--- src/hw/rtl/gffp_pkg.sv ---
package gffp_pkg;

   // Field widths of the request, response and configuration transactions
   localparam int CMD_W  = 1;
   localparam int DIM_W  = 4;
   localparam int POSX_W = 4;
   localparam int POSY_W = 5;
   localparam int GW_W   = 5;

   localparam logic [GW_W-1:0] GW_RESET = 5'd16;

   // Request command codes
   localparam logic [CMD_W-1:0] CMD_PLACE = 1'b0;
   localparam logic [CMD_W-1:0] CMD_CLEAR = 1'b1;

   // Controller to datapath commands
   typedef struct packed {
      logic accept;      // latch the request fields
      logic clear_grid;  // free every cell
      logic start;       // reset row, offset and accumulator for a new search
      logic scan;        // read the next row of the candidate band
      logic eval;        // test the band, advance to the next row if no fit
      logic mark_wr;     // write back one row with the rectangle marked
      logic load_rsp;    // load the response payload
      logic rsp_placed;  // placed flag for the response
   } gffp_cmd_type;

   // Datapath to controller status
   typedef struct packed {
      logic is_clear;
      logic bad_item;
      logic row_last;
      logic y_last;
      logic fit_found;
   } gffp_sts_type;

endpackage

--- src/hw/rtl/gffp_ram.sv ---
module gffp_ram #(
   parameter int WIDTH = 16,
   parameter int DEPTH = 32
) (
   input  logic                                    clock,
   input  logic                                    wr_en,
   input  logic [((DEPTH > 1) ? $clog2(DEPTH) : 1)-1:0] wr_addr,
   input  logic [WIDTH-1:0]                        wr_data,
   input  logic [((DEPTH > 1) ? $clog2(DEPTH) : 1)-1:0] rd_addr,
   output logic [WIDTH-1:0]                        rd_data
);

   logic [WIDTH-1:0] mem [DEPTH];
   logic [WIDTH-1:0] rd_data_ff;

   always_ff @(posedge clock) begin
      if (wr_en) begin
         mem[wr_addr] <= wr_data;
      end
      rd_data_ff <= mem[rd_addr];
   end

   assign rd_data = rd_data_ff;

endmodule

--- src/hw/rtl/gffp_ctrl.sv ---
module gffp_ctrl
   import gffp_pkg::*;
(
   input  logic         clock,
   input  logic         reset,
   input  logic         req_valid,
   output logic         req_stall,
   output logic         rsp_valid,
   input  logic         rsp_stall,
   input  gffp_sts_type sts,
   output gffp_cmd_type cmd
);

   localparam logic [2:0] ST_IDLE    = 3'd0;
   localparam logic [2:0] ST_CHECK   = 3'd1;
   localparam logic [2:0] ST_SCAN    = 3'd2;
   localparam logic [2:0] ST_EVAL    = 3'd3;
   localparam logic [2:0] ST_MARK_RD = 3'd4;
   localparam logic [2:0] ST_MARK_WR = 3'd5;
   localparam logic [2:0] ST_DONE    = 3'd6;

   logic [2:0] state_ff, state_in;
   logic       ok_ff, ok_in;
   logic       rsp_valid_ff, rsp_valid_in;

   always_comb begin
      state_in  = state_ff;
      ok_in     = ok_ff;
      cmd       = '0;
      req_stall = 1'b1;
      case (state_ff)
         ST_IDLE: begin
            req_stall = 1'b0;
            if (req_valid) begin
               cmd.accept = 1'b1;
               state_in   = ST_CHECK;
            end
         end
         ST_CHECK: begin
            ok_in = 1'b0;
            if (sts.is_clear) begin
               cmd.clear_grid = 1'b1;
               state_in       = ST_DONE;
            end else if (sts.bad_item) begin
               state_in = ST_DONE;
            end else begin
               cmd.start = 1'b1;
               state_in  = ST_SCAN;
            end
         end
         ST_SCAN: begin
            cmd.scan = 1'b1;
            if (sts.row_last) begin
               state_in = ST_EVAL;
            end
         end
         ST_EVAL: begin
            cmd.eval = 1'b1;
            if (sts.fit_found) begin
               state_in = ST_MARK_RD;
            end else if (sts.y_last) begin
               state_in = ST_DONE;
            end else begin
               state_in = ST_SCAN;
            end
         end
         ST_MARK_RD: begin
            state_in = ST_MARK_WR;
         end
         ST_MARK_WR: begin
            cmd.mark_wr = 1'b1;
            if (sts.row_last) begin
               ok_in    = 1'b1;
               state_in = ST_DONE;
            end else begin
               state_in = ST_MARK_RD;
            end
         end
         ST_DONE: begin
            if (!rsp_valid_ff || !rsp_stall) begin
               cmd.load_rsp   = 1'b1;
               cmd.rsp_placed = ok_ff;
               state_in       = ST_IDLE;
            end
         end
         default: begin
            state_in = ST_IDLE;
         end
      endcase
   end

   assign rsp_valid_in = cmd.load_rsp | (rsp_valid_ff & rsp_stall);

   always_ff @(posedge clock) begin
      if (reset) begin
         state_ff     <= ST_IDLE;
         ok_ff        <= 1'b0;
         rsp_valid_ff <= 1'b0;
      end else begin
         state_ff     <= state_in;
         ok_ff        <= ok_in;
         rsp_valid_ff <= rsp_valid_in;
      end
   end

   assign rsp_valid = rsp_valid_ff;

   a_load_slot_free: assert property (@(posedge clock) disable iff (reset)
      cmd.load_rsp |-> (!rsp_valid_ff || !rsp_stall))
      else $error("response loaded over a pending transaction");

   a_ok_from_mark: assert property (@(posedge clock) disable iff (reset)
      (state_ff == ST_DONE && ok_ff) |->
         ($past(state_ff) == ST_MARK_WR || $past(state_ff) == ST_DONE))
      else $error("placed result without a mark pass");

   a_rsp_rise_load: assert property (@(posedge clock) disable iff (reset)
      $rose(rsp_valid_ff) |-> $past(cmd.load_rsp))
      else $error("response valid rose without a load");

endmodule

--- src/hw/rtl/gffp_dp.sv ---
module gffp_dp
   import gffp_pkg::*;
#(
   parameter int GRID_W   = 16,
   parameter int GRID_H   = 32,
   parameter int MAX_ITEM = 8
) (
   input  logic              clock,
   input  logic              reset,
   input  logic [CMD_W-1:0]  req_command,
   input  logic [DIM_W-1:0]  req_item_width,
   input  logic [DIM_W-1:0]  req_item_height,
   input  logic              csr_write_enable,
   input  logic [GW_W-1:0]   csr_write_data,
   input  gffp_cmd_type      cmd,
   output gffp_sts_type      sts,
   output logic              rsp_placed,
   output logic [POSX_W-1:0] rsp_pos_x,
   output logic [POSY_W-1:0] rsp_pos_y
);

   localparam int XW   = (GRID_W > 1) ? $clog2(GRID_W) : 1;
   localparam int YW   = (GRID_H > 1) ? $clog2(GRID_H) : 1;
   localparam int EW   = $clog2(GRID_W + 1);
   localparam int PADW = GRID_W + 16;

   logic [CMD_W-1:0]  cmd_ff;
   logic [DIM_W-1:0]  w_ff, h_ff;
   logic [GW_W-1:0]   gw_ff, gw_in;
   logic [EW-1:0]     ew_ff, ew_in, ew_now;
   logic [YW-1:0]     y_ff, y_in;
   logic [DIM_W-1:0]  r_ff, r_in;
   logic [GRID_W-1:0] acc_ff, acc_in;
   logic [XW-1:0]     x_ff, x_in;
   logic              pend_ff;
   logic              rvalid_ff;
   logic [GRID_H-1:0] row_vld_ff, row_vld_in;
   logic              placed_ff;
   logic [POSX_W-1:0] pos_x_ff;
   logic [POSY_W-1:0] pos_y_ff;

   logic [9:0]        row_sum;
   logic [YW-1:0]     row_addr;
   logic [GRID_W-1:0] ram_rdata, rd_row, comb_row, span, wdata;
   logic [15:0]       wmask;
   logic [GRID_W-1:0] fit;
   logic              found;
   logic [XW-1:0]     fx;
   logic [PADW-1:0]   pad;
   logic [PADW-1:0]   win;
   logic [31:0]       x_ext, y_ext;

   // Band row address: candidate top row plus offset
   assign row_sum  = 10'(y_ff) + 10'(r_ff);
   assign row_addr = row_sum[YW-1:0];

   // Rows never written since the last clear read as free
   assign rd_row   = rvalid_ff ? ram_rdata : '0;
   assign comb_row = acc_ff | rd_row;
   assign wmask    = 16'((17'(1) << w_ff) - 17'(1));

   assign ew_now = (8'(gw_ff) > 8'(GRID_W)) ? EW'(GRID_W) : EW'(gw_ff);

   always_comb begin
      pad = PADW'(comb_row);
      for (int x = 0; x < GRID_W; x++) begin
         win    = pad >> x;
         fit[x] = ((win[15:0] & wmask) == 16'd0) &&
                  ((8'(x) + 8'(w_ff)) <= 8'(ew_ff));
      end
      found = 1'b0;
      fx    = '0;
      for (int x = GRID_W - 1; x >= 0; x--) begin
         if (fit[x]) begin
            found = 1'b1;
            fx    = XW'(x);
         end
      end
   end

   assign span  = GRID_W'(PADW'(wmask) << x_ff);
   assign wdata = rd_row | span;

   assign sts.is_clear  = (cmd_ff == CMD_CLEAR);
   assign sts.bad_item  = (w_ff == '0) || (h_ff == '0) ||
                          (5'(w_ff) > 5'(MAX_ITEM)) || (5'(h_ff) > 5'(MAX_ITEM)) ||
                          (8'(w_ff) > 8'(ew_now)) || (10'(h_ff) > 10'(GRID_H));
   assign sts.row_last  = ((5'(r_ff) + 5'd1) == 5'(h_ff));
   assign sts.y_last    = ((10'(y_ff) + 10'(h_ff)) == 10'(GRID_H));
   assign sts.fit_found = found;

   always_comb begin
      gw_in      = gw_ff;
      ew_in      = ew_ff;
      y_in       = y_ff;
      r_in       = r_ff;
      acc_in     = acc_ff;
      x_in       = x_ff;
      row_vld_in = row_vld_ff;

      if (csr_write_enable) begin
         gw_in = csr_write_data;
      end

      if (pend_ff) begin
         acc_in = comb_row;
      end

      if (cmd.start) begin
         ew_in  = ew_now;
         y_in   = '0;
         r_in   = '0;
         acc_in = '0;
      end

      if (cmd.scan && !sts.row_last) begin
         r_in = r_ff + 4'd1;
      end

      if (cmd.eval) begin
         r_in = '0;
         if (found) begin
            x_in = fx;
         end else begin
            y_in   = y_ff + YW'(1);
            acc_in = '0;
         end
      end

      if (cmd.mark_wr) begin
         r_in                 = r_ff + 4'd1;
         row_vld_in[row_addr] = 1'b1;
      end

      if (cmd.clear_grid) begin
         row_vld_in = '0;
      end
   end

   assign x_ext = 32'(x_ff);
   assign y_ext = 32'(y_ff);

   always_ff @(posedge clock) begin
      if (reset) begin
         gw_ff      <= GW_RESET;
         row_vld_ff <= '0;
         pend_ff    <= 1'b0;
      end else begin
         gw_ff      <= gw_in;
         row_vld_ff <= row_vld_in;
         pend_ff    <= cmd.scan;
      end
   end

   always_ff @(posedge clock) begin
      if (cmd.accept) begin
         cmd_ff <= req_command;
         w_ff   <= req_item_width;
         h_ff   <= req_item_height;
      end
      ew_ff     <= ew_in;
      y_ff      <= y_in;
      r_ff      <= r_in;
      acc_ff    <= acc_in;
      x_ff      <= x_in;
      rvalid_ff <= row_vld_ff[row_addr];
      if (cmd.load_rsp) begin
         placed_ff <= cmd.rsp_placed;
         pos_x_ff  <= cmd.rsp_placed ? x_ext[POSX_W-1:0] : '0;
         pos_y_ff  <= cmd.rsp_placed ? y_ext[POSY_W-1:0] : '0;
      end
   end

   gffp_ram #(
      .WIDTH (GRID_W),
      .DEPTH (GRID_H)
   ) u_occ_ram (
      .clock   (clock),
      .wr_en   (cmd.mark_wr),
      .wr_addr (row_addr),
      .wr_data (wdata),
      .rd_addr (row_addr),
      .rd_data (ram_rdata)
   );

   assign rsp_placed = placed_ff;
   assign rsp_pos_x  = pos_x_ff;
   assign rsp_pos_y  = pos_y_ff;

   a_wr_in_range: assert property (@(posedge clock) disable iff (reset)
      cmd.mark_wr |-> (row_sum < 10'(GRID_H)))
      else $error("occupancy write past the last row");

   a_mark_in_width: assert property (@(posedge clock) disable iff (reset)
      cmd.mark_wr |-> ((8'(x_ff) + 8'(w_ff)) <= 8'(ew_ff)))
      else $error("marked span beyond the active width");

   a_fit_is_free: assert property (@(posedge clock) disable iff (reset)
      (cmd.eval && found) |=> ((span & $past(comb_row)) == '0))
      else $error("chosen corner overlaps occupied cells");

endmodule

--- src/hw/rtl/grid_first_fit_rect_placer.sv ---
// Channel   Direction  Handshake            Payload
// req_      in         req_valid/req_stall  req_command, req_item_width, req_item_height
// rsp_      out        rsp_valid/rsp_stall  rsp_placed, rsp_pos_x, rsp_pos_y
// csr_      in         csr_write_enable     csr_write_data (grid_width)
//
// A place transaction tries candidate rows in turn, at most GRID_H-h+1 of them, where h is
// the item height; a clear or a rejected item does no search. The occupancy RAM has a single
// read port: one band row is read per cycle, and marking does a read and a write per row.
// Reset is synchronous; it empties the grid at once through per-row valid bits. A stalled
// response is held in the output register while the next request is taken.
module grid_first_fit_rect_placer
   import gffp_pkg::*;
#(
   parameter int GRID_W   = 16,
   parameter int GRID_H   = 32,
   parameter int MAX_ITEM = 8
) (
   input  logic              clock,
   input  logic              reset,
   input  logic              req_valid,
   output logic              req_stall,
   input  logic [CMD_W-1:0]  req_command,
   input  logic [DIM_W-1:0]  req_item_width,
   input  logic [DIM_W-1:0]  req_item_height,
   output logic              rsp_valid,
   input  logic              rsp_stall,
   output logic              rsp_placed,
   output logic [POSX_W-1:0] rsp_pos_x,
   output logic [POSY_W-1:0] rsp_pos_y,
   input  logic              csr_write_enable,
   input  logic [GW_W-1:0]   csr_write_data
);

   // Commands from the sequencer and status back from the datapath
   gffp_cmd_type cmd;
   gffp_sts_type sts;

   // Sequencer: accept a transaction, check it, sweep candidate rows, mark the
   // chosen band, then hand the result to the output register.
   gffp_ctrl u_ctrl (
      .clock     (clock),
      .reset     (reset),
      .req_valid (req_valid),
      .req_stall (req_stall),
      .rsp_valid (rsp_valid),
      .rsp_stall (rsp_stall),
      .sts       (sts),
      .cmd       (cmd)
   );

   // Datapath: occupancy RAM, band accumulator, parallel fit test with a
   // leftmost-first priority pick, row write-back and the response payload.
   gffp_dp #(
      .GRID_W   (GRID_W),
      .GRID_H   (GRID_H),
      .MAX_ITEM (MAX_ITEM)
   ) u_dp (
      .clock            (clock),
      .reset            (reset),
      .req_command      (req_command),
      .req_item_width   (req_item_width),
      .req_item_height  (req_item_height),
      .csr_write_enable (csr_write_enable),
      .csr_write_data   (csr_write_data),
      .cmd              (cmd),
      .sts              (sts),
      .rsp_placed       (rsp_placed),
      .rsp_pos_x        (rsp_pos_x),
      .rsp_pos_y        (rsp_pos_y)
   );

endmodule
--- config.mk ---
export PLATFORM = sky130hd
export DESIGN_NAME = grid_first_fit_rect_placer
export DESIGN_NICKNAME = d
export VERILOG_FILES = /design/src/hw/rtl/gffp_pkg.sv /design/src/hw/rtl/gffp_ram.sv /design/src/hw/rtl/gffp_ctrl.sv /design/src/hw/rtl/gffp_dp.sv /design/src/hw/rtl/grid_first_fit_rect_placer.sv
export SDC_FILE = /design/constraint.sdc
export NUM_CORES = 1
export LEC_CHECK = 0
export BUFFER_PORTS_ARGS = -buffer_cell sky130_fd_sc_hd__buf_2
export CAP_MARGIN = 20
export CELL_PAD_IN_SITES_DETAIL_PLACEMENT = 1
export CELL_PAD_IN_SITES_GLOBAL_PLACEMENT = 2
export CORE_AREA = 5 5 260 262
export CTS_CLUSTER_DIAMETER = 100
export DETAILED_ROUTE_END_ITERATION = 16
export DIE_AREA = 0 0 265 267
export PLACE_DENSITY_LB_ADDON = 0.05
export SYNTH_ARGS = -nofsm -noshare
export SYNTH_HDL_FRONTEND = slang
export SYNTH_HIERARCHICAL = 1
export SYNTH_SLANG_ARGS = --single-unit
export TNS_END_PERCENT = 10
--- constraint.sdc ---
create_clock -name clock -period 16.2 [get_ports clock]
set_clock_uncertainty 0.15 [all_clocks]
set_input_delay 0.81 -clock clock [delete_from_list [all_inputs] [get_ports clock]]
set_output_delay 0.81 -clock clock [all_outputs]
set_load 0.05 [all_outputs]
==> flow_summary.json <==
{
  "synth_fp_nets": 2244,
  "io_pins": 31,
  "finalCritPeriodShare": 0.3575,
  "met3_usage": 0.04102,
  "seqPwrFrac": 0.288,
  "row_count": 94,
  "slew-limit-headroom": 0.2852,
  "cts_root_buf": "clkbuf_16",
  "fmax_mhz": 172.7,
  "synth_cell_types": 93,
  "grt_start_max_net_pins": 133,
  "rsz0062_at_grt": "false",
  "p_int_mw": 4.130,
  "hold_viol": 0,
  "synth_edf_count": 544,
  "synth_ff_type": "edfxtp_1",
  "die_h_um": 267,
  "clk_pin_slew_ps": 60,
  "synth_top_area_cell": "edfxtp_1",
  "placed_area_sq_um": 29910,
  "cts_setup_buffers": 0,
  "grt_pass1_vias": 19221,
  "track_usage": 0.2362,
  "drc": 0,
  "tightest_slew_ps": 1072,
  "antenna_found_initial": 2,
  "critical_path_class": "reg -> reg",
  "drive_gt1_frac": 0.1224,
  "place_hpwl_um": 54660,
  "swShare": 0.4481,
  "grt_most_used_layer": "met2",
  "grt_pass1_wl_um": 125800,
  "wl_per_cell_um": 27.26,
  "viasPerCell": 5.970,
  "layout_min_cycle_time_ps": 5792,
  "async_flop_share": 0,
  "cts_tree": "built",
  "routabilityCongestion": 0.8803,
  "finalSetupViolations": 0,
  "ys_seq_area_frac": 0.6230,
  "die_w_um": 265,
  "cp.required_ps": 16490,
  "numCtsBuffers": 67,
  "overflow": 0,
  "cts_buffer_depth": 3,
  "slowest_stage": "xnor2_1",
  "syn_area_sq_um": 28830,
  "clk_latency_ps": 610,
  "pwr-share-clk": 0.197,
  "tns_ps": 0,
  "maxSlewViolCount": 0,
  "ys_warn_count": 6,
  "avgSynthCellArea_sq_um": 13.43,
  "synthCells": 2146,
  "powerDensity_nw_per_um2": 232.9,
  "yosysMostFrequentCell": "edfxtp_1",
  "synth.area.top_cells": "edfxtp_1, mux2i_1, dfxtp_1",
  "p_leak_nw": 11.64,
  "grt_util_met1": 0.3488,
  "yosysTopAreaCellShare": 0.5667,
  "pwr-share-comb": 0.515,
  "drv_cap": 0,
  "num_vias": 18578,
  "status": "finished, final reports clean",
  "ant_nets": 0,
  "path_delay_family": "simple AND/OR/NAND/NOR gates",
  "portBuffers": 30,
  "area_growth_pct": 11.49,
  "die-area_sq_um": 70760,
  "timing.critical_path.mode_cell": "inv_1",
  "cts.sinks": 625,
  "h-tree-depth": 3,
  "hold_buffers": 0,
  "hp-class": "in -> reg",
  "first_pass_iters": 5,
  "critPathBufInv": 4,
  "drtIter0Drc": 1624,
  "ys_seq_elements": 625,
  "finalNetCount": 2291,
  "crit_chain": "inv_1 -> ha_1 -> nor3b_2 -> buf_4 -> inv_1 -> ha_1 -> inv_1 -> xnor2_1 -> a221oi_1 -> nor4_1 -> and2_1 -> and4_1 -> a21o_1 -> o221ai_1",
  "vdd_drop_max_v": 0.0003181,
  "end_kind": "flop",
  "cts_resized": 0,
  "startpoint_type": "flop",
  "core_area_sq_um": 65160,
  "initial_core_util": 0.4424,
  "synth_commonest_cells": "edfxtp_1, mux2i_1, nor2_1",
  "design_area_sq_um": 32140,
  "p_switching_mw": 3.354,
  "crit_arrival_ps": 6080,
  "path_max_fanout": 20,
  "grt_use_met2": 0.3684,
  "cpPeakStageDelay_ps": 730,
  "drt_wl_total_um": 84820
}
-- through the flow --
step	worst slack [ps]	total power [mW]	hold slack (ps)	utilization	std cells
final	10410	7.484	229.9	0.4932	3112
after global routing	9977	7.878	198.7	0.4932	3111
after CTS	10480	7.495	192.6	0.4916	3106
after detailed placement	10530	5.989	305.0	0.4590	2983
after global placement	10760	5.942	293.1	0.4579	2978
after floorplan	10690	4.735	281.5	-	2146
-- final cells by class --
class                   count  area (sq um)
multi-input cells        1345          9961
clock inverters            36         301.5
clock buffers              87          1823
flip-flops and latches    625         17960
fillers                  6528         33020
well taps                 864          1081
diodes                      1         2.502
repair buffers            102         815.8
inverters                  52         195.2
-- final timing paths --
path / from / slack, ps / cells past startpoint / endpoint
min reg2reg: u_dp/row_vld_ff[10]$_SDFFE_PP0P_ / 310 / 2 / u_dp/row_vld_ff[10]$_SDFFE_PP0P_
max: u_dp/w_ff[1]$_DFFE_PP_ / 10410 / 14 / u_dp/y_ff[3]$_DFF_P_
max reg2reg: u_dp/w_ff[1]$_DFFE_PP_ / 10410 / 14 / u_dp/y_ff[3]$_DFF_P_
min: req_item_height[1] / 230 / 1 / u_dp/h_ff[1]$_DFFE_PP_
-- metal layers --
metal	part of all wire	up-vias
met3	0.056	119
met2	0.45	461
met1	0.47	9586
met4	0.020	2
li1	-	8410
met5	0.00015	-
-- power by group through the flow --
stage          registers, mW  clock network (mW)  logic (mW)
6_report                2.16                1.47        3.86
5_1_grt                 2.16                1.59        4.13
4_1_cts                 2.16                1.52        3.82
3_5_place_dp            2.19                   0        3.80
3_3_place_gp            2.19                   0        3.75
2_1_floorplan           2.15                   0        2.59
-- sequential cells by signal, indices dropped and copies added, names as in the netlist --
register,count
u_dp/rsp_placed,1
u_dp/rvalid_ff,1
u_dp/y_ff,5
u_ctrl/ok_ff,1
u_dp/u_occ_ram/mem,512
u_dp/r_ff,4
u_ctrl/rsp_valid,1
u_dp/rsp_pos_y,5
u_dp/acc_ff,16
u_dp/ew_ff,5
u_dp/h_ff,4
u_ctrl/state_ff,3
u_dp/cmd_ff,1
u_dp/rsp_pos_x,4
u_dp/row_vld_ff,32
u_dp/w_ff,4
u_dp/u_occ_ram/rd_data,16
u_dp/gw_ff,5
u_dp/x_ff,4
u_dp/pend_ff,1
-- layout by cell type (no fill, tap or decap), drive strengths merged, types with 23 or more instances in the layout --
| cell type | count |
|---|---|
| a21oi | 116 |
| a22o | 34 |
| a22oi | 72 |
| a31oi | 30 |
| buf | 102 |
| clkbuf | 87 |
| clkinv | 29 |
| dfxtp | 81 |
| edfxtp | 544 |
| ha | 77 |
| inv | 56 |
| mux2i | 274 |
| nand2 | 109 |
| nand3 | 49 |
| nand4 | 27 |
| nor2 | 152 |
| nor3 | 40 |
| o21ai | 50 |
| o22ai | 23 |
-- cell families (layout without fill, tap and decap cells) --
family                   Yosys count  after routing  share of synthesized area
AO/OA/AOI/OAI                    467            467                     0.1120
XOR/XNOR                          22             22                   0.006685
AND/OR/NAND/NOR                  488            488                    0.08369
adder cells (fa/ha/maj)           79             79                    0.03481
buffers and inverters            176            277                    0.03533
other                              0              1                          0
multiplexers                     289            289                     0.1045
flip-flops                       625            625                     0.6230
-- worst register-to-register path, delay by kind of cell, from the launching register on --
kind            cells  cell delay (ps)
compound gates      3             1130
xor+xnor            1              730
fa+ha+maj           2              980
buf+inv             4              800
flops               1              590
simple gates        4             1250
Power figures use the tool's default switching activity.
